===== src/hw/rtl/hs_pkg.sv =====
`timescale 1ns / 1ps

package hs_pkg;

  // Default store depth and the width of one value.
  localparam int CAPACITY = 64;
  localparam int DATA_W   = 32;

  // Addresses of the microprogram.
  typedef enum logic [4:0] {
    S_LOAD  = 5'd0,
    S_BINIT = 5'd1,
    S_BNODE = 5'd2,
    S_VLOAD = 5'd3,
    S_RDL   = 5'd4,
    S_RDR   = 5'd5,
    S_GETL  = 5'd6,
    S_GETR  = 5'd7,
    S_MOVE  = 5'd8,
    S_WRV   = 5'd9,
    S_BNEXT = 5'd10,
    S_XINIT = 5'd11,
    S_XRD0  = 5'd12,
    S_XRDK  = 5'd13,
    S_XSWAP = 5'd14,
    S_XNEXT = 5'd15,
    S_OUTRD = 5'd16,
    S_OUTLD = 5'd17,
    S_FIN   = 5'd18
  } step_t;

  // Datapath operations, one per control word.
  typedef enum logic [4:0] {
    OP_LOAD,
    OP_BINIT,
    OP_BNODE,
    OP_VLOAD,
    OP_RDL,
    OP_RDR,
    OP_GETL,
    OP_GETR,
    OP_MOVE,
    OP_WRV,
    OP_NOP,
    OP_XINIT,
    OP_XRD0,
    OP_XRDK,
    OP_XSWAP,
    OP_OUTRD,
    OP_OUTLD,
    OP_FIN
  } op_t;

  // Jump conditions; a control word jumps to its target when its condition holds.
  typedef enum logic [3:0] {
    C_NONE,
    C_ALWAYS,
    C_IDLE,
    C_FEW,
    C_NO_LEFT,
    C_LESS,
    C_EXTRACT,
    C_K_NZ,
    C_K_GT1,
    C_OUT_STALL,
    C_MORE_OUT
  } cond_t;

  typedef struct packed {
    op_t   op;
    cond_t cond;
    step_t target;
  } ucode_t;

  // Flags from the datapath that the jump conditions test.
  typedef struct packed {
    logic idle;
    logic few;
    logic no_left;
    logic less;
    logic extract;
    logic k_nz;
    logic k_gt1;
    logic out_stall;
    logic more_out;
  } status_t;

  // Microprogram: load, heap build, extraction, emission.
  function automatic ucode_t hs_ucode(input step_t s);
    ucode_t w;
    unique case (s)
      S_LOAD:  w = '{op: OP_LOAD,  cond: C_IDLE,      target: S_LOAD};
      S_BINIT: w = '{op: OP_BINIT, cond: C_FEW,       target: S_XINIT};
      S_BNODE: w = '{op: OP_BNODE, cond: C_NONE,      target: S_LOAD};
      S_VLOAD: w = '{op: OP_VLOAD, cond: C_NONE,      target: S_LOAD};
      S_RDL:   w = '{op: OP_RDL,   cond: C_NO_LEFT,   target: S_WRV};
      S_RDR:   w = '{op: OP_RDR,   cond: C_NONE,      target: S_LOAD};
      S_GETL:  w = '{op: OP_GETL,  cond: C_NONE,      target: S_LOAD};
      S_GETR:  w = '{op: OP_GETR,  cond: C_NONE,      target: S_LOAD};
      S_MOVE:  w = '{op: OP_MOVE,  cond: C_LESS,      target: S_RDL};
      S_WRV:   w = '{op: OP_WRV,   cond: C_EXTRACT,   target: S_XNEXT};
      S_BNEXT: w = '{op: OP_NOP,   cond: C_K_NZ,      target: S_BNODE};
      S_XINIT: w = '{op: OP_XINIT, cond: C_FEW,       target: S_OUTRD};
      S_XRD0:  w = '{op: OP_XRD0,  cond: C_NONE,      target: S_LOAD};
      S_XRDK:  w = '{op: OP_XRDK,  cond: C_NONE,      target: S_LOAD};
      S_XSWAP: w = '{op: OP_XSWAP, cond: C_ALWAYS,    target: S_RDL};
      S_XNEXT: w = '{op: OP_NOP,   cond: C_K_GT1,     target: S_XRD0};
      S_OUTRD: w = '{op: OP_OUTRD, cond: C_OUT_STALL, target: S_OUTRD};
      S_OUTLD: w = '{op: OP_OUTLD, cond: C_MORE_OUT,  target: S_OUTRD};
      S_FIN:   w = '{op: OP_FIN,   cond: C_ALWAYS,    target: S_LOAD};
      default: w = '{op: OP_FIN,   cond: C_ALWAYS,    target: S_LOAD};
    endcase
    return w;
  endfunction

endpackage


===== src/hw/rtl/hs_seq.sv =====
`timescale 1ns / 1ps

module hs_seq (
  input  logic             clk,
  input  logic             rst,
  input  hs_pkg::status_t  status,
  output hs_pkg::ucode_t   ctrl
);

  hs_pkg::step_t step;
  hs_pkg::step_t step_next;
  logic          take;

  // Fetch the control word of the current step.
  assign ctrl = hs_pkg::hs_ucode(step);

  // Evaluate the jump condition.
  always_comb begin
    unique case (ctrl.cond)
      hs_pkg::C_NONE:      take = 1'b0;
      hs_pkg::C_ALWAYS:    take = 1'b1;
      hs_pkg::C_IDLE:      take = status.idle;
      hs_pkg::C_FEW:       take = status.few;
      hs_pkg::C_NO_LEFT:   take = status.no_left;
      hs_pkg::C_LESS:      take = status.less;
      hs_pkg::C_EXTRACT:   take = status.extract;
      hs_pkg::C_K_NZ:      take = status.k_nz;
      hs_pkg::C_K_GT1:     take = status.k_gt1;
      hs_pkg::C_OUT_STALL: take = status.out_stall;
      hs_pkg::C_MORE_OUT:  take = status.more_out;
      default:             take = 1'b0;
    endcase
    step_next = take ? ctrl.target : hs_pkg::step_t'(step + 5'd1);
  end

  // Step counter.
  always_ff @(posedge clk) begin
    if (rst) begin
      step <= hs_pkg::S_LOAD;
    end else begin
      step <= step_next;
    end
  end

endmodule


===== src/hw/rtl/heap_sorter.sv =====
`timescale 1ns / 1ps

// Heap sorter. Values arrive one per beat on the s_axis channel; the beat with
// s_axis_tlast high closes the set and starts the sort. Values beyond the store
// depth are discarded and every result of that run carries m_axis_tuser high.
// Once sorted, the values leave on m_axis in ascending order, the final beat
// marked with m_axis_tlast, after which the block accepts a new set.
// While loading, s_axis_tready stays high and a beat is taken whenever
// s_axis_tvalid is high. The sort is a short microprogram over a store with
// one read port and one write port (one read and one write per cycle): it
// builds a max-heap by sift-down, then repeatedly swaps the root to the end
// of the heap and sifts down again; emission reads each value in turn and
// loads it into the output register. s_axis_tready stays low from the last
// beat until the final result has been loaded into the output register.
// A stalled receiver holds the output register and halts the microprogram at
// its emit step; nothing is lost. Reset empties the set and clears the output;
// the store contents are not cleared.
module heap_sorter #(
  parameter int CAPACITY = hs_pkg::CAPACITY
) (
  input  logic        clk,
  input  logic        rst,
  input  logic        s_axis_tvalid,
  output logic        s_axis_tready,
  input  logic [31:0] s_axis_tdata,   // value[31:0]
  input  logic        s_axis_tlast,
  output logic        m_axis_tvalid,
  input  logic        m_axis_tready,
  output logic [31:0] m_axis_tdata,   // value_res[31:0]
  output logic        m_axis_tlast,
  output logic        m_axis_tuser    // dropped
);

  localparam int AW = $clog2(CAPACITY);
  localparam int CW = $clog2(CAPACITY + 1);
  localparam int DW = hs_pkg::DATA_W;

  hs_pkg::ucode_t  ctrl;
  hs_pkg::status_t status;

  // Store and its ports.
  logic signed [DW-1:0] store [CAPACITY];
  logic signed [DW-1:0] rdata;
  logic                 mem_we;
  logic [AW-1:0]        mem_waddr;
  logic signed [DW-1:0] mem_wdata;
  logic [AW-1:0]        mem_raddr;

  // Control registers.
  logic [CW-1:0] count;
  logic          ovf;
  logic          pend;
  logic          extract;

  // Working registers.
  logic [CW-1:0]        size;
  logic [CW-1:0]        k;
  logic [CW-1:0]        j;
  logic [AW-1:0]        cur;
  logic [AW-1:0]        cidx;
  logic signed [DW-1:0] val;
  logic signed [DW-1:0] cval;

  // Derived values.
  logic [AW+1:0] l_ext;
  logic [AW+1:0] r_ext;
  logic [AW+1:0] size_ext;
  logic [CW-1:0] km1;
  logic [CW-1:0] j1;
  logic          in_fire;
  logic          room;
  logic          r_wins;
  logic          less;

  assign l_ext    = {1'b0, cur, 1'b1};
  assign r_ext    = {({1'b0, cur} + {{AW{1'b0}}, 1'b1}), 1'b0};
  assign size_ext = (AW + 2)'(size);
  assign km1      = k - CW'(1);
  assign j1       = j + CW'(1);
  assign room     = count < CW'(CAPACITY);
  assign less     = val < cval;
  assign r_wins   = (r_ext < size_ext) && (cval < rdata);

  assign s_axis_tready = (ctrl.op == hs_pkg::OP_LOAD) && !pend;
  assign in_fire       = s_axis_tvalid && s_axis_tready;

  // Flags for the sequencer.
  always_comb begin
    status.idle      = !pend;
    status.few       = count < CW'(2);
    status.no_left   = !(l_ext < size_ext);
    status.less      = less;
    status.extract   = extract;
    status.k_nz      = k != '0;
    status.k_gt1     = k > CW'(1);
    status.out_stall = m_axis_tvalid && !m_axis_tready;
    status.more_out  = j1 != count;
  end

  hs_seq u_seq (
    .clk    (clk),
    .rst    (rst),
    .status (status),
    .ctrl   (ctrl)
  );

  // Store address and data selection per operation. Read data is registered and
  // arrives in the step after its address, so the left child is addressed in the step
  // before its capture and the right child in the step that captures the left.
  always_comb begin
    mem_we    = 1'b0;
    mem_waddr = count[AW-1:0];
    mem_wdata = $signed(s_axis_tdata);
    mem_raddr = cur;
    unique case (ctrl.op)
      hs_pkg::OP_LOAD: begin
        mem_we = in_fire && room;
      end
      hs_pkg::OP_BNODE: begin
        mem_raddr = km1[AW-1:0];
      end
      hs_pkg::OP_RDR: begin
        mem_raddr = l_ext[AW-1:0];
      end
      hs_pkg::OP_GETL: begin
        mem_raddr = r_ext[AW-1:0];
      end
      hs_pkg::OP_MOVE: begin
        mem_we    = less;
        mem_waddr = cur;
        mem_wdata = cval;
      end
      hs_pkg::OP_WRV: begin
        mem_we    = 1'b1;
        mem_waddr = cur;
        mem_wdata = val;
      end
      hs_pkg::OP_XRD0: begin
        mem_raddr = '0;
      end
      hs_pkg::OP_XRDK: begin
        mem_raddr = km1[AW-1:0];
      end
      hs_pkg::OP_XSWAP: begin
        mem_we    = 1'b1;
        mem_waddr = km1[AW-1:0];
        mem_wdata = cval;
      end
      hs_pkg::OP_OUTRD: begin
        mem_raddr = j[AW-1:0];
      end
      default: begin
        mem_we = 1'b0;
      end
    endcase
  end

  // Store with one read port and one write port, and registered read data.
  always_ff @(posedge clk) begin
    if (mem_we) begin
      store[mem_waddr] <= mem_wdata;
    end
    rdata <= store[mem_raddr];
  end

  // Control state: load count, overflow, pending sort, phase, output valid.
  always_ff @(posedge clk) begin
    if (rst) begin
      count         <= '0;
      ovf           <= 1'b0;
      pend          <= 1'b0;
      extract       <= 1'b0;
      m_axis_tvalid <= 1'b0;
    end else begin
      if (in_fire) begin
        if (room) begin
          count <= count + CW'(1);
        end else begin
          ovf <= 1'b1;
        end
        if (s_axis_tlast) begin
          pend <= 1'b1;
        end
      end
      if (ctrl.op == hs_pkg::OP_BINIT) begin
        extract <= 1'b0;
      end
      if (ctrl.op == hs_pkg::OP_XINIT) begin
        extract <= 1'b1;
      end
      if (ctrl.op == hs_pkg::OP_FIN) begin
        count <= '0;
        ovf   <= 1'b0;
        pend  <= 1'b0;
      end
      if (ctrl.op == hs_pkg::OP_OUTLD) begin
        m_axis_tvalid <= 1'b1;
      end else if (m_axis_tready) begin
        m_axis_tvalid <= 1'b0;
      end
    end
  end

  // Working registers and output payload.
  always_ff @(posedge clk) begin
    unique case (ctrl.op)
      hs_pkg::OP_BINIT: begin
        size <= count;
        k    <= count >> 1;
      end
      hs_pkg::OP_BNODE: begin
        cur <= km1[AW-1:0];
        k   <= km1;
      end
      hs_pkg::OP_VLOAD: begin
        val <= rdata;
      end
      hs_pkg::OP_GETL: begin
        cval <= rdata;
        cidx <= l_ext[AW-1:0];
      end
      hs_pkg::OP_GETR: begin
        if (r_wins) begin
          cval <= rdata;
          cidx <= r_ext[AW-1:0];
        end
      end
      hs_pkg::OP_MOVE: begin
        if (less) begin
          cur <= cidx;
        end
      end
      hs_pkg::OP_XINIT: begin
        k <= count;
        j <= '0;
      end
      hs_pkg::OP_XRDK: begin
        cval <= rdata;
      end
      hs_pkg::OP_XSWAP: begin
        val  <= rdata;
        cur  <= '0;
        size <= km1;
        k    <= km1;
      end
      hs_pkg::OP_OUTLD: begin
        m_axis_tdata <= rdata;
        m_axis_tlast <= !status.more_out;
        m_axis_tuser <= ovf;
        j            <= j1;
      end
      default: begin
        cur <= cur;
      end
    endcase
  end

  // The load count never passes the store depth.
  a_count_bound: assert property (@(posedge clk) disable iff (rst)
    count <= CW'(CAPACITY))
    else $error("load count exceeds store depth");

  // A result is only loaded into a free output register.
  a_out_free: assert property (@(posedge clk) disable iff (rst)
    (ctrl.op == hs_pkg::OP_OUTLD) |-> !m_axis_tvalid)
    else $error("output register overwritten");

  // A child moved up during sift-down lies inside the heap.
  a_move_in_heap: assert property (@(posedge clk) disable iff (rst)
    (ctrl.op == hs_pkg::OP_MOVE && less) |-> (CW'(cidx) < size))
    else $error("sift-down moved an entry outside the heap");

  // No input beat is taken while a sort is under way.
  a_no_load_in_sort: assert property (@(posedge clk) disable iff (rst)
    (ctrl.op != hs_pkg::OP_LOAD) |-> !s_axis_tready)
    else $error("input accepted during sort");

endmodule

===== config.mk =====
export PLATFORM = sky130hd
export DESIGN_NAME = heap_sorter
export DESIGN_NICKNAME = d
export VERILOG_FILES = /design/src/hw/rtl/hs_pkg.sv /design/src/hw/rtl/hs_seq.sv /design/src/hw/rtl/heap_sorter.sv
export SDC_FILE = /design/constraint.sdc
export NUM_CORES = 2
export LEC_CHECK = 0
export ABC_AREA = 1
export BUFFER_PORTS_ARGS = -buffer_cell sky130_fd_sc_hd__buf_2
export CORE_ASPECT_RATIO = 1.1
export CORE_MARGIN = 5
export CORE_UTILIZATION = 25
export CTS_CLUSTER_SIZE = 24
export DETAILED_ROUTE_END_ITERATION = 7
export PLACE_DENSITY = 0.41
export SLEW_MARGIN = 20
export SYNTH_ARGS = -nofsm -noshare
export SYNTH_HDL_FRONTEND = slang
export SYNTH_SLANG_ARGS = --single-unit

===== constraint.sdc =====
create_clock -name clk -period 3.6 [get_ports clk]
set_input_delay 0.72 -clock clk [delete_from_list [all_inputs] [get_ports clk]]
set_output_delay 0.72 -clock clk [all_outputs]
set_load 0.005 [all_outputs]

-- Yosys cells after proc, flatten, opt, wreduce, memory -nomap -nowiden
Memory sizes are Yosys's and may differ from the RTL's. A register that Yosys moved wholly into a read port is not among the register bits.
Index checks and enable logic that the tools add are counted.
- register bits after elaboration: 147
- bits in writable memories: 2048
- bits in read-only memories: 448
- bits of input ports: 37
- logic and storage cells: 114
- memories kept: 2
- memory list (name ; depth ; width ; read ports ; clocked after Yosys merged registers in ; wr ports ; RTL line ; text):
    store ; 64 ; 32 ; 1 ; 1 ; 1 ; heap_sorter.sv:42 ; logic signed [DW-1:0] store [CAPACITY];
    (name not given) ; 32 ; 14 ; 1 ; 1 ; 0 ; hs_pkg.sv:91 ; unique case (s)
- add/subtract/negate cells: 5
- magnitude comparators: 7
- equality and inequality tests: 28
- mux-type cells: 22
- bitwise gates (word level): 1
- reductions and logical operators: 33
- operators with widths (cell ; number):
    $pmux 32 s2 ; 2
    $lt 32x32->1 ; 2
    $eq 5x4->1 const B ; 7
    $mux 32 ; 1
    $pmux 6 s5 ; 1
    $pmux 7 s2 ; 2
    $pmux 6 s2 ; 2
    $pmux 7 s3 ; 1
    $pmux 6 s3 ; 1
    $eq 4x3->1 const B ; 4
    $reduce_or 2->1 ; 8
    $eq 5x3->1 const B ; 3
    $add 7x1->7 const B ; 2
    $eq 4x4->1 const B ; 3
    $mux 6 ; 2
    $reduce_and 2->1 ; 6
    $reduce_bool 2->1 ; 6
    $eq 5x2->1 const B ; 2
    $eq 5x5->1 const B ; 2
    $mux 5 ; 2
    $pmux 1 s10 ; 1
    $eq 4x2->1 const B ; 2
    $lt 8x7->1 ; 1
    $add 6x1->7 const B ; 1
    18 further kinds ; 32

-- Logic depth before layout (Yosys ltp)
- word-level depth: 7
- mapped depth: 27
- mapped depth without buffers: 27

-- Modules after synthesis
From an unflattened synthesis, not the netlist that was laid out.
- cells, all modules: 8924
- area, all modules: 97876.4 sq um
- modules (own cells, without submodules) (module ; instances ; cells each ; area each (sq um) ; sequential area each (sq um)):
    heap_sorter ; 1 ; 8779 ; 96819.1 ; 66293.6
    hs_seq ; 1 ; 145 ; 1057.3 ; 380.4

-- Worst setup path before layout
Ideal clock, no wire load.
- path kind: reg2reg
- start: register u_seq.ctrl[9] (netlist name)
- end: memory store[0][0] in the netlist's numbering, enable pin
- setup time: 0.421 ns
- arrival: 3.357 ns
- slack: -0.179 ns
- stages on the path, launching flop included: 9
- path buffers: 1
- path through: dfxtp_1 > nor3_2 > inv_1 > nor2_1 > inv_1 > clkbuf_1 > a31oi_1 > nand4_1 > nor2_1
- word-level cells in the longest chain between the ends: 7
- elaborated cells between the ends (all ways): 13
- classes of those cells: eq/ne (3); mux (4); reduce/logical (6)
- ends and longest elaborated chain (element ; RTL line ; text):
    $logic_not 5->1 ; heap_sorter.sv:84, heap_sorter.sv:115 ;
    $logic_and 1x1->1 ; heap_sorter.sv:84 ; assign s_axis_tready = (ctrl.op == hs_pkg::OP_LOAD) && !pend;
    $logic_and 1x1->1 ; heap_sorter.sv:85 ; assign in_fire = s_axis_tvalid && s_axis_tready;
    $logic_and 1x1->1 ; heap_sorter.sv:117 ; mem_we = in_fire && room;
    $pmux 1 s3 ; heap_sorter.sv:115 ; unique case (ctrl.op)
    $mux 1 ; heap_sorter.sv:160 ; if (mem_we) begin
    $mux 1 (implied by the code) ; heap_sorter.sv:161 ; store[mem_waddr] <= mem_wdata;
    end, declared ; heap_sorter.sv:42 ;
Parallel ways exist; a longest one is shown, timed or not.

-- Final worst setup path
- start: register u_seq.ctrl[13] (netlist name)
- end: register rdata[6] (read register of store)
- word-level cells in the longest chain between the ends: 3
- elaborated cells between the ends (all ways): 8
- classes of those cells: eq/ne (6); mux (1); reduce/logical (1)
- ends and longest elaborated chain (element ; RTL line ; text):
    $eq 5x4->1 or $eq 5x2->1 (tied branches) ; heap_sorter.sv:115 ;
    $reduce_or 2->1 (no line) ; - ;
    $pmux 6 s5 (*) ; heap_sorter.sv:115 ;
    end, declared ; heap_sorter.sv:43 ; logic signed [DW-1:0] rdata;
Every way passes the cells marked *; elsewhere a longest branch is shown, timed or not.
A chain may end at the register's enable or synchronous reset.

==> out/qor.yml <==
syn_area_sq_um: 94850
min_period_ps: 3537
dpl_worst_slack_ps: -127.9
fmax_ghz: 0.2827
placed_area_sq_um: 107700
worst_pin_slew_ps: 948.8
critPathRequiredTime_ps: 4400
skew_ps: 41.21
htreeDepth: 5
p_int_uw: 66360
yosysWarningCount: 0
cap_violations: 0
start_util: 0.2507
seq_power_share: 0.281
final_area_sq_um: 116800
combinationalPowerShare: 0.498
slew_viol_final: 0
drt_wl_total_microns: 327900
start_kind: "flop"
drt_iter0_drc: 5860
power.total_uw: 118600
die_w_microns: 597.3
power.density_nw_per_um2: 1015
nets: 9209
syn_to_final_growth_pct: 23.17
die_y_microns: 656.0
synthArstFlopShare: 0
drive_gt1_frac: 0.1392
synth_top_flop_cell: "edfxtp_1"
grt_overflow: 0
slew_headroom: 0.3651
portBuffers: 72
grt_pass1_vias: 63320
die_area_sq_um: 391800
whs_ps: 128.7
vias: 65030
cts-root-buf: "clkbuf_16"
clkSinkCount: 2241
netlist_top_cells_count: "nand2_1 (2,730), edfxtp_1 (2,179), nand3_1 (1,257)"
syn_nets: 8664
clockBufferDepth: 4
drtPass1Iterations: 8
fill_cells: 38710
r2r_slack_ps: 60
synth.most_common_cell: "nand2_1"
grt_usage: 0.1609
ys_ff_latch: 2241
ant_nets: 0
cp_max_fo: 22
power.switching_uw: 52220
p_leak_uw: 0.04467
hold_viol: 0
grt_first_pass_wirelength_microns: 466000
setup_viol: 0
core_area_sq_um: 378400
pwr-share-clk: 0.221
via_per_inst: 4.541
cp-end-kind: "flop"
finalCritPeriodShare: 0.9826
synth_top_cell_area_share: 0.6899
route.detailed.drc: 0
antenna_found_initial: 9
cts_tree: "done"
ys_top_cells_by_area: "edfxtp_1 (69%), nand2_1 (11%), nand3_1 (6.6%)"
max-vdd-ir-drop_mv: 0.6800
synth_cell_types: 44
clkSlewWorstSetupHoldPaths_ps: 60
avgSynthCellArea_sq_um: 11.10
yosys.area.top_type: "edfxtp_1"
dp.final_hpwl_microns: 206800
switching_share: 0.4404
crit_type: "flop to flop"
rows: 237
status: "finished clean"
grt_start_max_net_pins: 65
wl_per_cell_microns: 22.90
finalWorstSetupSlack_ps: 62.81
syn_inst: 8541
hold_path_class: "input port to flop"
worstSkewPairLatency_ps: 880
cts_buffers: 267
synth_edf_count: 2179
crit_arrival_ps: 4330
rsz0062_at_grt: "yes"
seq_area_frac_synth: 0.7030
pin_count: 73
finalWeightedCongestion: 0.8744
registers in the layout (all words and copies together), names as in the netlist, 6 cells and up:
| register | count |
|---|---|
| cur | 6 |
| cidx | 6 |
| count | 7 |
| rdata | 32 |
| m_axis_tdata | 32 |
| store | 2048 |
| k | 7 |
| u_seq.ctrl | 14 |
| val | 32 |
| cval | 32 |
| j | 7 |
| size | 7 |
routing by layer:
layer | vias to the layer above | track usage | wire, microns | share of wire
met5 | - | 0 | 0 | 0
met3 | 385 | 0.02002 | 16390 | 0.050
met4 | 0 | 0.04757 | 9398 | 0.029
met2 | 1799 | 0.2496 | 147300 | 0.45
met1 | 32490 | 0.2348 | 154800 | 0.47
li1 | 30350 | - | - | -
what timing repair did:
action | CTS | global route
cloned | 0 | 6
endpoints found under the hold margin | 0 | 0
setup endpoints to repair | 6 | 664
hold buffers | 0 | 0
setup buffers | 2 | 21
pin swaps | 0 | 10
gates resized for setup | 8 | 66
cells by family (layout without fill, tap and decap cells):
| logic type | after synthesis | in the layout | share of synthesized area |
|---|---|---|---|
| AOI/OAI and AO/OA | 491 | 491 | 0.03289 |
| xor gates and xnor gates | 14 | 14 | 0.001293 |
| adders and majority gates | 86 | 86 | 0.01135 |
| buffers and inverters | 1226 | 1978 | 0.05337 |
| DFF | 2241 | 2241 | 0.7030 |
| other | 0 | 7 | 0 |
| and+or+nand+nor | 4483 | 4483 | 0.1981 |
per-stage QoR:
step / util / TNS, ps / std cells
after CTS: 0.3069 / 0 / 14290
after detailed placement: 0.2848 / -291.3 / 13810
final: 0.3087 / 0 / 14320
after global routing: 0.3087 / -19.88 / 14310
after floorplan: - / -320950 / 8541
after global placement: 0.2848 / -787.4 / 13810
worst paths after layout:
| kind | from | to | cells past startpoint |
|---|---|---|---|
| max | u_seq.ctrl[13]$_SDFF_PN0_ | rdata[6]$_DFF_P_ | 20 |
| min | s_axis_tvalid | ovf$_SDFFE_PP0P_ | 3 |
| max reg2reg | u_seq.ctrl[13]$_SDFF_PN0_ | rdata[6]$_DFF_P_ | 20 |
| min reg2reg | ovf$_SDFFE_PP0P_ | m_axis_tuser$_DFFE_PP_ | 0 |
power groups by stage:
stage | combinational, uW | sequential (uW) | clock, uW
2_1_floorplan | 27500 | 33400 | 0
3_3_place_gp | 58400 | 33900 | 0
3_5_place_dp | 58200 | 33900 | 0
4_1_cts | 58500 | 33400 | 27000
5_1_grt | 63400 | 33400 | 28000
6_report | 59000 | 33400 | 26200
worst max-delay path: stages, from the launching register on:
cell and delay, ps:
dfxtp_2 390, inv_1 80, nand3_1 160, nor2_1 90, buf_4 160, a221oi_4 360
buf_12 160, nand2_8 130, inv_8 140, buf_12 170, buf_12 180, buf_4 170
nand2_1 60, nand2_1 60, nand2_1 50, nand3_1 60, nand3_1 170, nand3_1 280
nand3_1 230, buf_4 240, nand2_1 70
placed cells by master (no fill, tap or decap), types with 161 or more instances in the layout:
| master | netlist | final |
|---|---|---|
| inv_1 | 747 | 744 |
| o211ai_1 | 197 | 197 |
| nor2_1 | 375 | 306 |
| nand3_1 | 1257 | 1223 |
| clkbuf_16 | 0 | 278 |
| o21ai_0 | 165 | 161 |
| buf_4 | 16 | 422 |
| buf_12 | 0 | 233 |
| nand2_1 | 2730 | 2695 |
| edfxtp_1 | 2179 | 2179 |
area by class of cell:
cell class	count	area (sq um)	area share
clock buffer	339	7169	0.06137
timing repair buffer	745	8578	0.07343
inverter	757	2874	0.02460
sequential	2241	66680	0.5708
antenna	7	17.52	0.0001499
tap	5019	6280	0.05376
clock inverter	137	1145	0.009800
multi-input combinational	5074	24080	0.2061
No activity file was read; power rests on OpenSTA's default activity.
